$ cat src/pcrs_ram.sv
// Generic single-write, single-read RAM with registered read data.
`default_nettype none
module pcrs_ram #(
  parameter int WIDTH = 32,
  parameter int DEPTH = 16
) (
  input  wire logic                                       clk,
  input  wire logic                                       we,
  input  wire logic [((DEPTH > 1) ? $clog2(DEPTH) : 1)-1:0] waddr,
  input  wire logic [WIDTH-1:0]                           wdata,
  input  wire logic [((DEPTH > 1) ? $clog2(DEPTH) : 1)-1:0] raddr,
  output logic      [WIDTH-1:0]                           rdata
);

  logic [WIDTH-1:0] mem [DEPTH];

  always_ff @(posedge clk) begin
    if (we) begin
      mem[waddr] <= wdata;
    end
    rdata <= mem[raddr];
  end

endmodule
`default_nettype wire

$ cat config.mk
export PLATFORM = sky130hd
export DESIGN_NAME = pcrs_ram
export DESIGN_NICKNAME = d
export VERILOG_FILES = /design/src/pcrs_ram.sv
export SDC_FILE = /design/constraint.sdc
export NUM_CORES = 1
export LEC_CHECK = 0
export ABC_CLOCK_PERIOD_IN_PS = 4400
export BUFFER_PORTS_ARGS = -buffer_cell sky130_fd_sc_hd__buf_4
export CAP_MARGIN = 5
export CORE_ASPECT_RATIO = 2
export CORE_MARGIN = 8
export CORE_UTILIZATION = 45
export CTS_CLUSTER_SIZE = 40
export DETAILED_ROUTE_END_ITERATION = 10
export PLACE_DENSITY = 0.62
export SYNTH_ARGS = -nofsm -noshare
export SYNTH_HDL_FRONTEND = slang
export SYNTH_SLANG_ARGS = --single-unit
$ cat constraint.sdc
create_clock -name clk -period 4.4 [get_ports clk]
set_input_delay 0.22 -clock clk [delete_from_list [all_inputs] [get_ports clk]]
set_output_delay 0.22 -clock clk [all_outputs]
set_load 0.005 [all_outputs]
==> results of run 1 <==
through the flow:
stage	cells	area, um^2	hold slack, ps
floorplan	838	19900	319
global placement	1447	21200	507
global route	1567	23100	220
CTS	1567	23100	176
detailed placement	1447	21200	517
finish	1567	23100	206
layout by cell type (no fill, tap or decap):
cell type      count
buf_4             93
clkbuf_1          14
edfxtp_1         512
bufinv_16          6
nand2b_1           2
clkinv_1           6
nor3_2             4
and2_2             1
nand2_1           33
inv_6              3
mux4_2           128
clkbuf_8           2
nor2_4            13
nor2b_4            2
nand3b_1           2
or3b_2             1
dlygate4sd3_1     32
a22oi_1           64
nand3_1            1
dfxtp_1           32
clkinv_2          10
buf_12             3
clkinvlp_4         1
clkbuf_16         47
sequential cells by signal (all words and copies together) (netlist names):
signal  count
rdata      32
mem       512
layer usage:
layer / up-vias / share of wire, % / track usage, %
li1: 3842 / - / -
met1: 4868 / 43 / 23.7
met2: 308 / 49 / 26.3
met3: 59 / 6.1 / 2.96
met4: 0 / 2.0 / 4.65
met5: - / 0 / 0
cell families (layout without fill, tap and decap cells):
group / after synthesis / after routing / synth area share, %
AO/OA/AOI/OAI: 64 / 64 / 2.42
buffers and inverters: 43 / 217 / 1.12
multiplexers: 128 / 128 / 14.5
AND/OR/NAND/NOR: 59 / 59 / 1.27
flip-flops: 544 / 544 / 80.7
power groups by stage:
stage                     Clock [mW]  Sequential (mW)  Combinational [mW]
after floorplan                    0             5.93               0.278
after global placement             0             5.93               0.531
after detailed placement           0             5.94               0.538
after CTS                       4.21             5.83               0.564
after global routing            4.37             5.83               0.599
final                           4.12             5.82               0.552
worst paths after layout:
| path | endpoint | slack, ps | cells past startpoint |
|---|---|---|---|
| setup / recovery | mem[14][31] | 2540 | 4 |
| hold / removal | rdata[21] | 210 | 4 |
| setup reg to reg | rdata[2] | 3000 | 3 |
| hold reg to reg | rdata[21] | 670 | 3 |
tightest hold or removal path, delay by kind of cell:
kind	cells	cell delay (ps)
and+or+nand+nor	2	190
AOI/OAI and AO/OA	1	180
buffers and inverters	1	130
cell type report:
cell class	instances	area (um^2)	area share [%]
sequential	544	16000	69.4
multi-input combinational	251	3750	16.2
clock buffer	62	1240	5.38
timing repair buffer	129	1090	4.73
tap	555	694	3.01
clock inverter	26	287	1.24
==> metrics.yaml, run 1 <==
setup_path:
  crit_family: "simple AND/OR/NAND/NOR gates"
  start_kind: "input pin"
  r2r_start: "mem[11][2]"
  cp_data_arrival_time_ps: 2090
  cpMostUsedCell: "buf_4"
  required_ps: 4630
  cp-end-kind: "flip-flop"
  criticalPathCategory: "input pin to flip-flop"
  path_max_fanout: 22
  path_buf_inv: 2
  startpoint: "waddr[0]"
  max_stage_delay_ps: 960
  crit_chain: "buf_4 -> nand2b_1 -> nor2_4 -> buf_4"
  cp_slowest_cell: "nor2_4"
finish:
  nNetsFinal: 1015
  diodes: 0
  final_util_pct: 52.6
  layout-drive-gt1-share_pct: 31.0
  area_growth_pct: 16.3
  fill_cells: 3392
floorplanning:
  start_util_pct: 45.2
  die_h_um: 313
  die-area_mm2: 0.0515
  core_mm2: 0.0439
  die_w_um: 165
  rows: 109
  io_pins: 74
pwr:
  p_int_mw: 8.39
  power_mw: 10.5
  combinationalPowerShare_pct: 5.3
  p_sw_mw: 2.11
  p_sw_share_pct: 20.0
  p_clk_share_pct: 39.3
  sequentialPowerShare_pct: 55.5
  ir_worst_vdd_mv: 0.366
  power_density_mw_per_mm2: 455
  leakage_nw: 7.41
route:
  drc: 0
  wl_per_cell_um: 26.9
  vias: 9077
  vias_per_cell: 5.79
  routed_wl_um: 42100
  drtIter0Drc: 774
  ant_nets: 0
  drt-pass1-iter-count: 5
timing:
  tns_ps: 0
  fin_worst_skew_ps: 23.6
  fmax_ghz: 0.539
  min_period_ps: 1860
  setup_ws_ps: 2540
  final_hold_viol_count: 0
  rsz0062_at_grt: "no"
  setup_viol: 0
  worstMarginPinSlew_ps: 1180
  drv_slew: 0
  relSlewSlack_pct: 21.5
  fin_crit_sh_pct: 42.2
logic_synthesis:
  yosys_warnings: 0
  yosysTopAreaCell: "edfxtp_1"
  synth_edf_count: 512
  seq_area_frac_synth_pct: 80.7
  syn_avg_cell_area_um2: 23.7
  syn_area_mm2: 0.0199
  synthArstFlopShare_pct: 0
  synth_nets: 880
  synth_top_area_share_pct: 77.4
  yosys-top-cells-count: "512 x edfxtp_1, 128 x mux4_2, 64 x a22oi_1"
  synth_cells: 838
  yosys.cell_types.count: 18
  synthFlopType: "edfxtp_1"
  yosysMostFrequentCell: "edfxtp_1"
  synth.area.top_cells: "edfxtp_1 77%, mux4_2 15%, dfxtp_1 3.2%, a22oi_1 2.4%, nand2_1 0.62%"
  synth-seq-cells: 544
cts:
  root_buffer: "clkbuf_16"
  post-cts-setup-buffers: 0
  cts_buffer_depth: 3
  cts_buffers: 47
  clock_latency_ps: 570
  cts.clk_slew.worst_paths_ps: 70
  cts_resized: 0
  ctsHoldBuffers: 32
  cts_sinks: 544
  htree_levels: 2
  cts_tree: "done"
global_route:
  grt_overflow: 0
  track_usage_pct: 16.7
  grt_max_degree: 91
  antenna_found_initial: 0
  grt_pass1_vias: 9698
  grt_pass1_wl_um: 63100
worst_hold_path:
  worstHoldStart: "raddr[2]"
  min_path_type: "input pin to flip-flop"
run:
  cap_violations: 0
run_status:
  status: "completed"
place:
  preCtsSetupSlack_ps: 1930
  io_buffers: 73
  place_hpwl_um: 22300
  gp_congestion: 0.720
Note: power is estimated with default switching activity, not from simulation.
==> run 2, diff against run 1 <==
- ABC_CLOCK_PERIOD_IN_PS: 4400 -> 1570
- PLACE_DENSITY: 0.62 -> 0.64
- clock period: 4.4 -> 1.57 ns (I/O delays scaled with it)
==> run 2 against run 1 <==
  * Worst setup slack lost 2300 ps
  * Count of clock-buffer cells in the layout fell by 3
  * Wire length rose by 0.18%
  * Sequential share of layout area shrank 2.5 points
  * Critical endpoint is now rdata[30]
  * Largest cell class unchanged
  * Highest routed layer unchanged
==> metrics.yaml, run 2 (synthesis gave the netlist of run 1 again) <==
global_route:
  grt_overflow: 0
  grt_pass1_wl_um: 63300
  track_usage_pct: 16.6
  grt_pass1_vias: 9942
  antenna_found_initial: 3
  grt_max_degree: 51
cts:
  cts_tree: "done"
  clock_latency_ps: 560
  cts_sinks: 544
  htree_levels: 2
  cts.clk_slew.worst_paths_ps: 60
  cts_buffers: 47
  root_buffer: "clkbuf_16"
  cts_resized: 0
  cts_buffer_depth: 3
floorplanning:
  die-area_mm2: 0.0515
  die_h_um: 313
  rows: 109
  io_pins: 74
  core_mm2: 0.0439
  start_util_pct: 45.2
  die_w_um: 165
setup_path:
  crit_family: "multiplexers"
  path_max_fanout: 1
  cp_data_arrival_time_ps: 1760
  max_stage_delay_ps: 500
  path_buf_inv: 0
  r2r_slack_ps: 230
  crit_chain: "mux4_2 -> a22oi_1 -> nand2_1"
  start_kind: "flip-flop"
  cp-end-kind: "flip-flop"
  criticalPathCategory: "flip-flop to flip-flop"
  required_ps: 1990
  cp_slowest_cell: "mux4_2"
timing:
  setup_viol: 0
  fin_worst_skew_ps: 13.2
  rsz0062_at_grt: "no"
  fin_crit_sh_pct: 85.6
  min_period_ps: 1340
  drv_slew: 0
  worstMarginPinSlew_ps: 1000
  relSlewSlack_pct: 32.9
  tns_ps: 0
  fmax_ghz: 0.744
  final_hold_viol_count: 0
route:
  vias: 9203
  wl_per_cell_um: 26.1
  drc: 0
  vias_per_cell: 5.68
  routed_wl_um: 42200
  drt-pass1-iter-count: 4
  drtIter0Drc: 692
  ant_nets: 0
pwr:
  leakage_nw: 7.79
  power_density_mw_per_mm2: 1220
  ir_worst_vdd_mv: 1.04
finish:
  regArea_mm2: 0.0160
  top_register: "mem"
  largestRegisters: "mem: 512 flops, rdata: 32 flops"
  area_growth_pct: 20.5
  layout-drive-gt1-share_pct: 34.5
  multiInputGateArea_mm2: 0.00378
  largest_reg_flops: 512
  nNetsFinal: 1066
  fill_cells: 3328
  final_common_cell: "edfxtp_1"
  final_util_pct: 54.5
  most-common-layout-cells: "512 x edfxtp_1, 128 x mux4_2, 106 x buf_4"
place:
  place_hpwl_um: 24200
  io_buffers: 73
  gp_congestion: 0.697
run:
  cap_violations: 0
run_status:
  status: "completed"
worst_hold_path:
  min_path_type: "input pin to flip-flop"
[run 2: cell types whose count changed in the layout (fill, tap and decap cells not counted), moves of 2 or more]
cell,before,now
buf_12,3,41
buf_4,93,106
clkbuf_1,14,7
bufinv_16,6,2
nor3_2,4,0
nor3_4,0,4
clkinv_1,6,9
diode_2,0,3
clkbuf_16,47,49
clkbuf_8,2,4
[run 2: final timing paths]
check / end / cells past startpoint / start
worst max-delay path: rdata[30] / 3 / mem[11][30]
worst min register to register: rdata[11] / 3 / mem[7][11]
worst max register to register: rdata[30] / 3 / mem[11][30]
worst min-delay path: mem[12][24] / 3 / waddr[1]
[run 2: metrics by stage]
stage          cells  setup slack [ps]  hold WS [ps]  total power, mW  area, um^2
2_1_floorplan    838              -396           177             17.4       20000
3_3_place_gp    1498             -99.0           362             18.3       22100
3_5_place_dp    1498              -114           378             18.3       22100
4_1_cts         1616               229          92.5             29.4       23900
5_1_grt         1619               202           107             30.1       23900
6_report        1619               226           111             29.2       23900
[run 2: what timing repair did]
item                                    in CTS  in global routing
setup buffers                                0                  0
hold buffers                                32                  0
endpoints found under the hold margin      512                  0
endpoints found under the setup margin       0                  0
[run 2: report_power, final]
group / leakage (nW) / switching, mW / internal (mW)
combinational: 2.16 / 0.856 / 0.838
sequential: 4.89 / 0.112 / 16.2
clock: 0.738 / 4.95 / 6.20
[run 2: cell type report]
class	instances	share of cell area (%)
Antenna cell	3	0.0314
Clock inverter	27	0.810
Sequential cell	544	66.9
Multi-Input combinational cell	251	15.8
Clock buffer	59	5.41
Timing Repair Buffer	180	8.15
Tap cell	555	2.90
[run 2: tightest hold or removal path, cell delays in order]
cell,delay [ps]
buf_4,170
nor3_4,80
buf_12,150
[run 2: layer usage]
layer | wire length [um] | track usage, % | vias up
met5 | 0 | 0 | -
met4 | 966 | 4.71 | 0
met2 | 22100 | 28.6 | 243
met1 | 17200 | 21.5 | 4959
li1 | - | - | 3942
met3 | 1930 | 2.56 | 59
