**src/pcrs_pkg.sv**
```systemverilog
// Shared constants and types for the per-channel radio statistics table.
`default_nettype none
package pcrs_pkg;

  localparam int TABLE_ENTRIES = 16;
  localparam int MAX_REPORT_WORDS = 16;
  localparam int IDX_W = (TABLE_ENTRIES > 1) ? $clog2(TABLE_ENTRIES) : 1;
  localparam int CNT_W = $clog2(TABLE_ENTRIES + 1);

  localparam int KEY_W = 16;
  localparam int TICK_W = 16;
  localparam int STAT_W = 32;
  localparam int STAT_FIELDS = 6;
  localparam int SNAP_FIELDS = 4;
  localparam int IN_DATA_W = 72;
  localparam int OUT_DATA_W = 336;

  localparam logic DIR_INPUT = 1'b1;
  localparam logic DIR_OUTPUT = 1'b0;
  localparam logic REQ_PACKET = 1'b0;
  localparam logic REQ_REPORT = 1'b1;

  // Layout of one statistics row.
  localparam logic [2:0] F_OUT_CNT = 3'd0;
  localparam logic [2:0] F_IN_CNT = 3'd1;
  localparam logic [2:0] F_OUT_TX = 3'd2;
  localparam logic [2:0] F_OUT_RX = 3'd3;
  localparam logic [2:0] F_IN_TX = 3'd4;
  localparam logic [2:0] F_IN_RX = 3'd5;

  typedef enum logic {
    ALU_ADD,
    ALU_SUB
  } alu_op_t;

  typedef struct packed {
    logic             en;
    logic [IDX_W-1:0] idx;
    logic [KEY_W-1:0] channel;
    logic [KEY_W-1:0] network;
  } key_wr_t;

endpackage
`default_nettype wire

```
**src/pcrs_alu.sv**
```systemverilog
// Shared 32-bit add/subtract unit used for counter updates and report deltas.
`default_nettype none
module pcrs_alu (
  input  wire pcrs_pkg::alu_op_t          op,
  input  wire logic [pcrs_pkg::STAT_W-1:0] a,
  input  wire logic [pcrs_pkg::STAT_W-1:0] b,
  output logic      [pcrs_pkg::STAT_W-1:0] y
);
  import pcrs_pkg::*;

  always_comb begin
    case (op)
      ALU_ADD: y = a + b;
      ALU_SUB: y = a - b;
      default: y = a;
    endcase
  end

endmodule
`default_nettype wire

```
**config.mk**
```make
export PLATFORM = sky130hd
export DESIGN_NAME = pcrs_alu
export DESIGN_NICKNAME = d
export VERILOG_FILES = /design/src/pcrs_pkg.sv /design/src/pcrs_alu.sv
export SDC_FILE = /design/constraint.sdc
export NUM_CORES = 1
export LEC_CHECK = 0
export ABC_AREA = 1
export BUFFER_PORTS_ARGS = -buffer_cell sky130_fd_sc_hd__clkbuf_2
export CAP_MARGIN = 40
export CORE_MARGIN = 5
export CORE_UTILIZATION = 30
export DETAILED_ROUTE_END_ITERATION = 16
export GPL_TIMING_DRIVEN = 1
export PLACE_DENSITY_LB_ADDON = 0.25
export SLEW_MARGIN = 20
export SYNTH_ARGS = -nofsm -noshare
export SYNTH_HDL_FRONTEND = slang
export SYNTH_SLANG_ARGS = --single-unit
```
**constraint.sdc**
```tcl
create_clock -name vclk -period 2.7
set_clock_uncertainty 0.05 [all_clocks]
set_input_delay 0.135 -clock vclk [all_inputs]
set_output_delay 0.135 -clock vclk [all_outputs]
set_load 0.05 [all_outputs]
```
==> results of run 1 <==
[routing by layer]
layer  track usage [%]  vias up  wire length (um)
met3             0.725       17               493
met4              2.17        0               197
met5                 0        -                 0
li1                  -     2460                 -
met1              23.1     2131              5740
met2              29.2      112              6320
[how the worst max path moves through the flow]
stage                       end  cells after the start
after floorplan           y[15]                     16
after global placement    y[29]                     21
after detailed placement  y[29]                     21
after CTS                 y[29]                     20
after global routing      y[29]                     21
final                     y[29]                     19
[report_power, final]
group / internal [uW] / switching (uW)
logic: 1070 / 1420
clock network: 0 / 0
registers: 0 / 0
[cell usage after synthesis]
cell	number	area [um^2]
nor3_1	5	25.0
nor2_4	1	11.3
o21bai_1	1	7.51
and2_1	2	12.5
inv_2	6	22.5
nand3_1	46	230
ha_1	32	400
nor2_1	82	308
nand2_2	16	100
a21oi_1	22	110
nand2_4	2	22.5
a21o_1	2	15.0
nand2_1	272	1020
fa_1	1	20.0
o21ai_0	11	55.1
inv_1	141	529
nor2_2	6	37.5
nand4_1	1	6.26
xor2_1	30	263
clkbuf_1	2	7.51
nor3_2	1	10.0
o21ai_1	6	30.0
nand3_2	2	20.0
buf_2	2	10.0
xnor2_1	12	105
a21oi_2	1	8.76
[through the flow]
step,setup TNS (ns),util [%]
after floorplan,-0.166,-
after global placement,-1.47,45.2
after detailed placement,-2.87,45.2
after CTS,-0.000471,47.0
after global routing,-0.593,56.2
final,0,56.2
[logic make-up (layout without fill, tap and decap cells)]
group | count (synthesis) | after routing | synth area share [%]
xor+xnor | 42 | 42 | 10.9
buf+inv | 151 | 326 | 16.8
compound gates | 43 | 43 | 6.68
simple gates | 436 | 436 | 53.2
fa+ha+maj | 33 | 33 | 12.4
[area by class of cell]
cell class	instances	area (um^2)	share of cell area (%)
multi-input combinational	554	3880	63.1
timing repair buffer	179	1540	25.0
inverter	147	559	9.09
tap	140	175	2.85
[placed cells by master (no fill, tap or decap), drive strengths merged]
master | netlist | routed
xor2 | 30 | 30
ha | 32 | 32
buf | 2 | 111
nand3 | 48 | 48
nor3 | 6 | 6
clkbuf | 2 | 68
nand4 | 1 | 1
and2 | 2 | 2
nand2 | 290 | 290
nor2 | 89 | 89
fa | 1 | 1
o21bai | 1 | 1
inv | 147 | 147
a21o | 2 | 2
xnor2 | 12 | 12
a21oi | 23 | 23
o21ai | 17 | 17
[critical path, cell delays in order]
cell and delay (ns):
buf_4 0.13, buf_6 0.12, nor2_4 0.07, nand2_2 0.07, nor2_4 0.16, nand2_4 0.09
o21ai_1 0.15, xnor2_1 0.15, inv_1 0.10, ha_4 0.31, nand2_2 0.08, nor2_2 0.16
nand2_1 0.15, nor2_2 0.16, nand2_2 0.07, nand2_1 0.08, nand2_1 0.06, nand2_2 0.08
buf_12 0.14
[what timing repair did]
action	CTS	global route
pin swaps	18	102
buffers inserted	7	10
gates resized for setup	40	240
setup endpoints to repair	24	25
==> impl_results.html, run 1 <==
<table>
<tr><th>Metric</th><th>Value</th></tr>
<tr><th colspan="2">Outcome</th></tr>
<tr><td>Status</td><td>completed</td></tr>
<tr><th colspan="2">Detailed routing</th></tr>
<tr><td>Detail-routed via count per cell</td><td>around 4.6</td></tr>
<tr><td>Detail-routed net length per standard cell</td><td>approximately 13 um</td></tr>
<tr><td>Number of antenna-violating nets in the routed design</td><td>0</td></tr>
<tr><td>Drt first pass iters</td><td>5</td></tr>
<tr><td>Number of remaining DRC errors</td><td>0</td></tr>
<tr><td>Detailed-route wire length</td><td>between 10000 and 15000 um</td></tr>
<tr><td>Vias</td><td>about 4700</td></tr>
<tr><td>Number of violations reported at the end of detailed-routing iteration 0</td><td>~150</td></tr>
<tr><th colspan="2">Die</th></tr>
<tr><td>Die Ht</td><td>around 120 um</td></tr>
<tr><td>X dimension of the die</td><td>116 um</td></tr>
<tr><td>Number of cell rows</td><td>38</td></tr>
<tr><td>Floorplan Core Area</td><td>10900 um^2</td></tr>
<tr><td>I/O pin cnt</td><td>97</td></tr>
<tr><td>Overall die area</td><td>13500 um^2</td></tr>
<tr><td>Initial cell density of the core</td><td>31.0%</td></tr>
<tr><th colspan="2">Worst setup path</th></tr>
<tr><td>Crit path required time</td><td>around 2.5 ns</td></tr>
<tr><td>Data arrival time of the critical path</td><td>roughly 2.5 ns</td></tr>
<tr><td>Crit Path Max Fanout</td><td>4</td></tr>
<tr><td>Capturing element type of the critical path</td><td>output port</td></tr>
<tr><td>Crit Path Class</td><td>in -&gt; out</td></tr>
<tr><td>Worst setup path startpoint</td><td>b[11]</td></tr>
<tr><td>Sort of element at the start of the critical path</td><td>input pin</td></tr>
<tr><th colspan="2">Cells and area</th></tr>
<tr><td>Diode count</td><td>0</td></tr>
<tr><td>Count of clock buffers in the final design</td><td>0</td></tr>
<tr><td>Seq Cell Count</td><td>0</td></tr>
<tr><td>Layout area overhead</td><td>81.5%</td></tr>
<tr><td>Fraction of layout instances using a drive strength above 1</td><td>48.1%</td></tr>
<tr><td>Final Net Count</td><td>980</td></tr>
<tr><td>Footprint of the flip-flops and latches</td><td>0 um^2</td></tr>
<tr><td>Post-layout instance area</td><td>around 6100 um^2</td></tr>
<tr><td>Fill count</td><td>roughly 1100</td></tr>
<tr><td>Fin cells</td><td>1020</td></tr>
<tr><th colspan="2">Power</th></tr>
<tr><td>Leakage dissipation</td><td>between 0.003 and 0.004 uW</td></tr>
<tr><td>Power density over the cells</td><td>between 400 and 500 nW/um^2</td></tr>
<tr><td>Post-layout power</td><td>between 2000 and 2500 uW</td></tr>
<tr><td>Worst IR drop on VDD</td><td>~0.36 mV</td></tr>
<tr><th colspan="2">Global routing</th></tr>
<tr><td>Aggregate global-route resource usage</td><td>16.6%</td></tr>
<tr><td>Number of global-route vias before repair</td><td>around 4200</td></tr>
<tr><td>Number of antenna violations at the first check in global routing</td><td>0</td></tr>
<tr><td>First-pass GRT wire length</td><td>~18000 um</td></tr>
<tr><td>Largest net degree at the start of global routing</td><td>16</td></tr>
<tr><td>Remaining global-route overflow</td><td>0</td></tr>
<tr><th colspan="2">STA</th></tr>
<tr><td>Final number of setup-violating endpoints</td><td>0</td></tr>
<tr><td>Setup repair after global routing missed its margin</td><td>true</td></tr>
<tr><td>Min cycle time layout</td><td>approximately 2.6 ns</td></tr>
<tr><td>Maximum clock rate</td><td>between 300 and 400 MHz</td></tr>
<tr><td>Final Slew Violations</td><td>0</td></tr>
<tr><td>Actual transition at the worst max-transition pin</td><td>approximately 0.43 ns</td></tr>
<tr><td>Final hold viol count</td><td>0</td></tr>
<tr><td>Worst-case headroom to the max-slew limit</td><td>about 71%</td></tr>
<tr><td>Worst hold slack after final layout</td><td>between 0.7 and 0.8 ns</td></tr>
<tr><td>Ratio of final minimum period to clock period</td><td>between 90% and 100%</td></tr>
<tr><td>Least setup slack across all paths after layout</td><td>a little over 0.06 ns</td></tr>
<tr><th colspan="2">Hold path</th></tr>
<tr><td>Min-Delay Path Depth</td><td>5</td></tr>
<tr><td>End point of the most critical hold path</td><td>y[0]</td></tr>
<tr><td>Hold crit path type</td><td>in -&gt; out</td></tr>
<tr><td>HP Start</td><td>a[0]</td></tr>
<tr><th colspan="2">Logic synthesis</th></tr>
<tr><td>Synth Cell Area</td><td>3390 um^2</td></tr>
<tr><td>Average footprint of a synthesized cell</td><td>approximately 4.8 um^2</td></tr>
<tr><td>Proportion of synthesized chip area in sequential cells</td><td>0%</td></tr>
<tr><td>Number of standard cells after synthesis</td><td>~710</td></tr>
<tr><td>Post-synth net total</td><td>roughly 800</td></tr>
<tr><td>Number of warnings printed during yosys synthesis</td><td>0</td></tr>
<tr><td>Yosys cell types</td><td>26</td></tr>
<tr><th colspan="2">Clock network</th></tr>
<tr><td>Number of buffers inserted for hold repair after clock tree synthesis</td><td>0</td></tr>
<tr><th colspan="2">Run</th></tr>
<tr><td>Max Cap Viol</td><td>0</td></tr>
<tr><th colspan="2">Placed design</th></tr>
<tr><td>Count of placed standard cells including taps</td><td>~1000</td></tr>
<tr><td>Half-perimeter wire length after placement</td><td>roughly 10000 um</td></tr>
<tr><td>Port buffer count</td><td>97</td></tr>
<tr><td>Last weighted congestion value of the routability-driven placer</td><td>between 0.9 and 1</td></tr>
<tr><td>Worst slack after detailed placement</td><td>-0.252 ns</td></tr>
<tr><td>Cell area after placement</td><td>approximately 5000 um^2</td></tr>
</table>
Power figures use the tool's default switching activity.
==> run 2: changes to the inputs <==
- CORE_UTILIZATION: 30 -> 35
==> impl_results.html, run 2 (synthesized netlist as in run 1, its figures left out) <==
<table>
<tr><th>Metric</th><th>Value</th></tr>
<tr><th colspan="2">Cells and area</th></tr>
<tr><td>Fraction of layout instances using a drive strength above 1</td><td>45.3% (was 48.1%)</td></tr>
<tr><td>Fill count</td><td>892 (was 1076)</td></tr>
<tr><td>Seq Cell Count</td><td>0 (unchanged)</td></tr>
<tr><td>Final Net Count</td><td>977 (was 980)</td></tr>
<tr><td>Final Util</td><td>61.5% (was 56.2%)</td></tr>
<tr><td>Footprint of the flip-flops and latches</td><td>0 um^2 (unchanged)</td></tr>
<tr><td>Fin cells</td><td>1010 (was 1020)</td></tr>
<tr><td>Most common cell after layout, fill and taps aside</td><td>nand2_1 (unchanged)</td></tr>
<tr><td>Diode count</td><td>0 (unchanged)</td></tr>
<tr><td>Layout area overhead</td><td>74.1% (was 81.5%)</td></tr>
<tr><td>Count of clock buffers in the final design</td><td>0 (unchanged)</td></tr>
<tr><td>Top library cells by usage in the layout, fill and taps aside</td><td>nand2_1 (201), inv_1 (125), nand2_2 (79), buf_4 (77), clkbuf_2 (68) (was nand2_1 (195), inv_1 (129), nand2_2 (80), buf_4 (76), clkbuf_2 (68))</td></tr>
<tr><th colspan="2">Die</th></tr>
<tr><td>Initial cell density of the core</td><td>35.3% (was 31.0%)</td></tr>
<tr><td>I/O pin cnt</td><td>97 (unchanged)</td></tr>
<tr><td>Overall die area</td><td>11700 um^2 (was 13500 um^2)</td></tr>
<tr><td>Die Ht</td><td>108 um (was 116 um)</td></tr>
<tr><td>Number of cell rows</td><td>36 (was 38)</td></tr>
<tr><td>Floorplan Core Area</td><td>9590 um^2 (was 10900 um^2)</td></tr>
<tr><td>X dimension of the die</td><td>108 um (was 116 um)</td></tr>
<tr><th colspan="2">Detailed routing</th></tr>
<tr><td>Number of violations reported at the end of detailed-routing iteration 0</td><td>176 (was 154)</td></tr>
<tr><td>Sum of met3 wire segment lengths after detailed routing</td><td>511 um (was 493 um)</td></tr>
<tr><td>Met2 wire length</td><td>5990 um (was 6320 um)</td></tr>
<tr><td>Drt first pass iters</td><td>4 (was 5)</td></tr>
<tr><td>Detailed-route wire length</td><td>12300 um (was 12800 um)</td></tr>
<tr><td>Number of antenna-violating nets in the routed design</td><td>0 (unchanged)</td></tr>
<tr><td>Vias</td><td>4592 (was 4720)</td></tr>
<tr><td>Met1 WL</td><td>5560 um (was 5740 um)</td></tr>
<tr><td>Top layer in use</td><td>met4 (unchanged)</td></tr>
<tr><td>Detail-routed net length per standard cell</td><td>12.1 um (was 12.5 um)</td></tr>
<tr><td>Detail-routed via count per cell</td><td>4.55 (was 4.63)</td></tr>
<tr><td>Number of remaining DRC errors</td><td>0 (unchanged)</td></tr>
<tr><th colspan="2">Global routing</th></tr>
<tr><td>Number of global-route vias before repair</td><td>4203 (was 4196)</td></tr>
<tr><td>Aggregate global-route resource usage</td><td>18.8% (was 16.6%)</td></tr>
<tr><td>First-pass GRT wire length</td><td>18300 um (was 18500 um)</td></tr>
<tr><td>Number of antenna violations at the first check in global routing</td><td>0 (unchanged)</td></tr>
<tr><td>Largest net degree at the start of global routing</td><td>28 (was 16)</td></tr>
<tr><td>Remaining global-route overflow</td><td>0 (unchanged)</td></tr>
<tr><th colspan="2">Outcome</th></tr>
<tr><td>Status</td><td>completed (unchanged)</td></tr>
<tr><th colspan="2">Worst setup path</th></tr>
<tr><td>Crit Path Max Fanout</td><td>4 (unchanged)</td></tr>
<tr><td>Sort of element at the start of the critical path</td><td>input pin (unchanged)</td></tr>
<tr><td>Crit path required time</td><td>2.52 ns (about the same)</td></tr>
<tr><td>Largest incremental delay on the critical path</td><td>0.38 ns (was 0.31 ns)</td></tr>
<tr><td>Series of cell instances along the critical path</td><td>clkbuf_2, nor2_2, nand2_2, nor2_4, nand2_4, nor2_4, nor2_2, xnor2_2, ha_1, nand2_2, nor2_1, nand2_1, nand2_1, buf_4, inv_1, nand2_1, nand2_1, nand2_1, buf_12 (was buf_4, buf_6, nor2_4, nand2_2, nor2_4, nand2_4, o21ai_1, xnor2_1, inv_1, ha_4, nand2_2, nor2_2, nand2_1, nor2_2, nand2_2, nand2_1, nand2_1, nand2_2, buf_12)</td></tr>
<tr><td>Critical Path Most Common Cell</td><td>nand2_1 (was nand2_2)</td></tr>
<tr><td>Capturing element type of the critical path</td><td>output port (unchanged)</td></tr>
<tr><td>Crit Path Class</td><td>in -&gt; out (unchanged)</td></tr>
<tr><td>Data arrival time of the critical path</td><td>2.50 ns (was 2.45 ns)</td></tr>
<tr><td>Cell at the slowest stage of the critical path</td><td>ha_1 (was ha_4)</td></tr>
<tr><th colspan="2">STA</th></tr>
<tr><td>Setup repair after global routing missed its margin</td><td>true (unchanged)</td></tr>
<tr><td>Actual transition at the worst max-transition pin</td><td>0.372 ns (was 0.426 ns)</td></tr>
<tr><td>Ratio of final minimum period to clock period</td><td>99.5% (was 97.7%)</td></tr>
<tr><td>Final Slew Violations</td><td>0 (unchanged)</td></tr>
<tr><td>Min cycle time layout</td><td>2.69 ns (was 2.64 ns)</td></tr>
<tr><td>Maximum clock rate</td><td>372 MHz (was 379 MHz)</td></tr>
<tr><td>Worst-case headroom to the max-slew limit</td><td>74.9% (was 71.3%)</td></tr>
<tr><td>Final hold viol count</td><td>0 (unchanged)</td></tr>
<tr><td>Final number of setup-violating endpoints</td><td>0 (unchanged)</td></tr>
<tr><th colspan="2">Power</th></tr>
<tr><td>Worst IR drop on VDD</td><td>0.268 mV (was 0.358 mV)</td></tr>
<tr><td>Leakage dissipation</td><td>0.00324 uW (was 0.00328 uW)</td></tr>
<tr><td>Power density over the cells</td><td>408 nW/um^2 (was 405 nW/um^2)</td></tr>
<tr><th colspan="2">Run</th></tr>
<tr><td>Max Cap Viol</td><td>0 (unchanged)</td></tr>
<tr><th colspan="2">Hold path</th></tr>
<tr><td>HP Start</td><td>b[0] (was a[0])</td></tr>
<tr><td>Min-Delay Path Depth</td><td>4 (was 5)</td></tr>
<tr><td>Hold crit path type</td><td>in -&gt; out (unchanged)</td></tr>
<tr><td>End point of the most critical hold path</td><td>y[0] (unchanged)</td></tr>
<tr><th colspan="2">Placed design</th></tr>
<tr><td>Count of placed standard cells including taps</td><td>993 (was 1003)</td></tr>
<tr><td>Half-perimeter wire length after placement</td><td>9950 um (was 10300 um)</td></tr>
<tr><td>Port buffer count</td><td>97 (unchanged)</td></tr>
<tr><td>Last weighted congestion value of the routability-driven placer</td><td>0.932 (was 0.935)</td></tr>
<tr><th colspan="2">Clock network</th></tr>
<tr><td>Number of buffers inserted for hold repair after clock tree synthesis</td><td>0 (unchanged)</td></tr>
</table>
-- run 2: cell types whose count changed in the layout (fill, tap and decap cells not counted), moves of 5 or more --
cell	delta
buf_6	-6
ha_1	+5
inv_2	+6
nand2_1	+6
nand2_4	-5
nand3_1	+5
-- run 2: cell type report --
type | instances | area [um^2] | area share (%)
Multi-Input combinational cell | 554 | 3690 | 62.5
Tap cell | 133 | 166 | 2.82
Timing Repair Buffer | 176 | 1490 | 25.3
Inverter | 147 | 552 | 9.36
-- run 2: worst max path at each step --
stage	startpoint	to	slack, ns	depth (start not counted)
after floorplan	b[0]	y[15]	-0.12	16
after global placement	b[0]	y[29]	-0.11	21
after detailed placement	b[0]	y[29]	-0.13	21
after CTS	b[0]	y[25]	-0.02	18
after global routing	b[7]	y[29]	-0.17	18
final	b[7]	y[21]	0.01	19
-- run 2: routing by layer --
metal	vias up	global-route usage [%]
met5	-	0
met4	0	3.70
met3	16	0.716
met2	116	32.3
met1	2009	26.3
li1	2451	-
-- run 2: repair_timing --
action	CTS	global route
hold endpoints to repair	0	0
gates resized for setup	15	221
setup buffers	2	15
pin swaps	4	87
endpoints found under the setup margin	22	24
-- run 2: critical path, delay by kind of cell --
family                     cells  cell delay [ns]
xor gates and xnor gates       1             0.16
adders and majority gates      1             0.38
buffers and inverters          4             0.43
and+or+nand+nor               13             1.38
-- run 2: where the power goes --
part | switching [uW] | internal (uW) | leakage [uW] | total [uW]
logic | 1390 | 1020 | 0.00324 | 2410
registers | 0 | 0 | 0 | 0
clock network | 0 | 0 | 0 | 0
-- run 2: through the flow --
step	power (uW)	cell area [um^2]	worst slack, ns	setup TNS, ns	hold WS (ns)
3_3_place_gp	2080	4920	-0.111	-1.16	0.673
3_5_place_dp	2090	4920	-0.132	-1.69	0.685
6_report	2410	5900	0.0127	0	0.693
2_1_floorplan	1190	3420	-0.120	-0.166	0.501
4_1_cts	2110	4990	-0.0228	-0.113	0.686
5_1_grt	2570	5900	-0.171	-1.92	0.715
==> run 3: changes to the inputs <==
- CORE_ASPECT_RATIO: not set -> 0.75
- MAX_ROUTING_LAYER: not set -> met4
==> impl_results.html, run 3 (synthesized netlist as in run 1, its figures left out) <==
<table>
<tr><th>Metric</th><th>Value</th></tr>
<tr><th colspan="2">Global routing</th></tr>
<tr><td>Largest net degree at the start of global routing</td><td>27 (was 28)</td></tr>
<tr><td>Number of antenna violations at the first check in global routing</td><td>0 (unchanged)</td></tr>
<tr><td>Number of global-route vias before repair</td><td>4119 (was 4203)</td></tr>
<tr><td>Remaining global-route overflow</td><td>0 (unchanged)</td></tr>
<tr><td>Aggregate global-route resource usage</td><td>19.9% (was 18.8%)</td></tr>
<tr><td>First-pass GRT wire length</td><td>18700 um (was 18300 um)</td></tr>
<tr><th colspan="2">Cells and area</th></tr>
<tr><td>Fin cells</td><td>1004 (was 1010)</td></tr>
<tr><td>Diode count</td><td>0 (unchanged)</td></tr>
<tr><td>Footprint of the flip-flops and latches</td><td>0 um^2 (unchanged)</td></tr>
<tr><td>Area used by multi-input combinational logic</td><td>3880 um^2 (was 3690 um^2)</td></tr>
<tr><td>Top library cells by usage in the layout, fill and taps aside</td><td>nand2_1 (204), inv_1 (125), buf_4 (72), nand2_2 (67), clkbuf_2 (66) (was nand2_1 (201), inv_1 (125), nand2_2 (79), buf_4 (77), clkbuf_2 (68))</td></tr>
<tr><td>Most common cell after layout, fill and taps aside</td><td>nand2_1 (unchanged)</td></tr>
<tr><td>Final Net Count</td><td>972 (was 977)</td></tr>
<tr><td>Seq Cell Count</td><td>0 (unchanged)</td></tr>
<tr><td>Fill count</td><td>828 (was 892)</td></tr>
<tr><td>Layout area overhead</td><td>79.6% (was 74.1%)</td></tr>
<tr><td>Fraction of layout instances using a drive strength above 1</td><td>47.9% (was 45.3%)</td></tr>
<tr><td>Count of clock buffers in the final design</td><td>0 (unchanged)</td></tr>
<tr><th colspan="2">Detailed routing</th></tr>
<tr><td>Vias</td><td>4761 (was 4592)</td></tr>
<tr><td>Detail-routed net length per standard cell</td><td>13.1 um (was 12.1 um)</td></tr>
<tr><td>Detailed-route wire length</td><td>13200 um (was 12300 um)</td></tr>
<tr><td>Number of remaining DRC errors</td><td>0 (unchanged)</td></tr>
<tr><td>Drt first pass iters</td><td>5 (was 4)</td></tr>
<tr><td>Number of violations reported at the end of detailed-routing iteration 0</td><td>257 (was 176)</td></tr>
<tr><td>Number of antenna-violating nets in the routed design</td><td>0 (unchanged)</td></tr>
<tr><td>Detail-routed via count per cell</td><td>4.74 (was 4.55)</td></tr>
<tr><th colspan="2">Die</th></tr>
<tr><td>Number of cell rows</td><td>31 (was 36)</td></tr>
<tr><td>Initial cell density of the core</td><td>35.5% (was 35.3%)</td></tr>
<tr><td>I/O pin cnt</td><td>97 (unchanged)</td></tr>
<tr><td>Floorplan Core Area</td><td>9540 um^2 (was 9590 um^2)</td></tr>
<tr><td>Die Ht</td><td>95.2 um (was 108 um)</td></tr>
<tr><td>Overall die area</td><td>11800 um^2 (was 11700 um^2)</td></tr>
<tr><td>X dimension of the die</td><td>124 um (was 108 um)</td></tr>
<tr><th colspan="2">Outcome</th></tr>
<tr><td>Status</td><td>completed (unchanged)</td></tr>
<tr><th colspan="2">Worst setup path</th></tr>
<tr><td>Critical Path Most Common Cell</td><td>nand2_2 (was nand2_1)</td></tr>
<tr><td>Largest incremental delay on the critical path</td><td>0.37 ns (was 0.38 ns)</td></tr>
<tr><td>Crit path required time</td><td>2.52 ns (about the same)</td></tr>
<tr><td>Data arrival time of the critical path</td><td>2.50 ns (about the same)</td></tr>
<tr><td>Crit Path Max Fanout</td><td>5 (was 4)</td></tr>
<tr><td>Cell at the slowest stage of the critical path</td><td>ha_1 (unchanged)</td></tr>
<tr><td>Capturing element type of the critical path</td><td>output port (unchanged)</td></tr>
<tr><td>Crit Path Class</td><td>in -&gt; out (unchanged)</td></tr>
<tr><td>Sort of element at the start of the critical path</td><td>input pin (unchanged)</td></tr>
<tr><td>Series of cell instances along the critical path</td><td>buf_8, inv_4, ha_4, nand3_4, nor2_4, a21oi_2, xnor2_2, ha_1, nand2_1, inv_2, nand2_2, nor3_2, nand2_1, nand2_2, nand2_2, nand2_2, nand2_2, nand2_2, buf_12 (was clkbuf_2, nor2_2, nand2_2, nor2_4, nand2_4, nor2_4, nor2_2, xnor2_2, ha_1, nand2_2, nor2_1, nand2_1, nand2_1, buf_4, inv_1, nand2_1, nand2_1, nand2_1, buf_12)</td></tr>
<tr><th colspan="2">STA</th></tr>
<tr><td>Final number of setup-violating endpoints</td><td>0 (unchanged)</td></tr>
<tr><td>Worst hold slack after final layout</td><td>0.717 ns (was 0.693 ns)</td></tr>
<tr><td>Final hold viol count</td><td>0 (unchanged)</td></tr>
<tr><td>Actual transition at the worst max-transition pin</td><td>0.396 ns (was 0.372 ns)</td></tr>
<tr><td>Setup repair after global routing missed its margin</td><td>true (unchanged)</td></tr>
<tr><td>Maximum clock rate</td><td>372 MHz (about the same)</td></tr>
<tr><td>Min cycle time layout</td><td>2.69 ns (about the same)</td></tr>
<tr><td>Worst-case headroom to the max-slew limit</td><td>73.3% (was 74.9%)</td></tr>
<tr><td>Final Slew Violations</td><td>0 (unchanged)</td></tr>
<tr><td>Ratio of final minimum period to clock period</td><td>99.6% (was 99.5%)</td></tr>
<tr><th colspan="2">Run</th></tr>
<tr><td>Max Cap Viol</td><td>0 (unchanged)</td></tr>
<tr><th colspan="2">Clock network</th></tr>
<tr><td>Number of buffers inserted for hold repair after clock tree synthesis</td><td>0 (unchanged)</td></tr>
<tr><th colspan="2">Power</th></tr>
<tr><td>Leakage dissipation</td><td>0.00327 uW (was 0.00324 uW)</td></tr>
<tr><td>Worst IR drop on VDD</td><td>0.222 mV (was 0.268 mV)</td></tr>
<tr><td>Post-layout power</td><td>2510 uW (was 2410 uW)</td></tr>
<tr><td>Power density over the cells</td><td>412 nW/um^2 (was 408 nW/um^2)</td></tr>
<tr><th colspan="2">Placed design</th></tr>
<tr><td>Port buffer count</td><td>97 (unchanged)</td></tr>
<tr><td>Count of placed standard cells including taps</td><td>984 (was 993)</td></tr>
<tr><td>Half-perimeter wire length after placement</td><td>10200 um (was 9950 um)</td></tr>
<tr><td>Last weighted congestion value of the routability-driven placer</td><td>0.976 (was 0.932)</td></tr>
<tr><th colspan="2">Hold path</th></tr>
<tr><td>Hold crit path type</td><td>in -&gt; out (unchanged)</td></tr>
</table>
run 3: cell types whose count changed in the layout (fill, tap and decap cells not counted), moves of 6 or more:
| cell | previous run | this run |
|---|---|---|
| nand2_2 | 79 | 67 |
| a21oi_2 | 12 | 19 |
| nand2_4 | 10 | 19 |
| ha_1 | 14 | 6 |
| nor2_4 | 20 | 26 |
| a21oi_1 | 9 | 3 |
| nor2_1 | 44 | 37 |
run 3: final timing paths:
path | from | endpoint | slack, ns | cells after the start
max | b[1] | y[29] | 0.01 | 19
min | a[0] | y[0] | 0.72 | 5
run 3: per-layer routing:
metal	global-route usage (%)	share of wire (%)	routed length, um	vias to the layer above
met3	0.534	6.1	806	13
met5	-	0	0	-
met1	30.7	48	6340	2119
li1	-	-	-	2450
met2	30.1	45	5880	179
met4	0.829	1.1	147	0
run 3: stage by stage:
| step | setup slack [ns] | util [%] | area, um^2 | TNS (ns) |
|---|---|---|---|---|
| floorplan | -0.120 | - | 3420 | -0.166 |
| global placement | -0.147 | 50.9 | 4860 | -1.16 |
| detailed placement | -0.177 | 50.9 | 4860 | -1.77 |
| CTS | -0.00795 | 51.8 | 4940 | -0.0155 |
| global route | -0.151 | 63.8 | 6090 | -1.07 |
| finish | 0.0120 | 63.8 | 6090 | 0 |
run 3: area by class of cell:
class	count	share of cell area [%]
inverters	147	9.19
repair buffers	171	24.3
well taps	132	2.71
multi-input cells	554	63.8
run 3: critical path, delay by kind of cell:
kind,cells,cell delay [ns]
xor+xnor,1,0.16
buf+inv,4,0.37
fa+ha+maj,2,0.51
compound gates,1,0.10
simple gates,11,1.22
run 3: what timing repair did:
item                                    in CTS  in global routing
resized for setup                           15                273
pin swaps                                    8                107
endpoints found under the setup margin      21                 25
endpoints found under the hold margin        0                  0
setup buffers                                4                 16
run 3: report_power, final:
group | total, uW | switching (uW) | leakage, uW | internal [uW]
Combinational | 2510 | 1450 | 0.00327 | 1060
Sequential | 0 | 0 | 0 | 0
Clock | 0 | 0 | 0 | 0
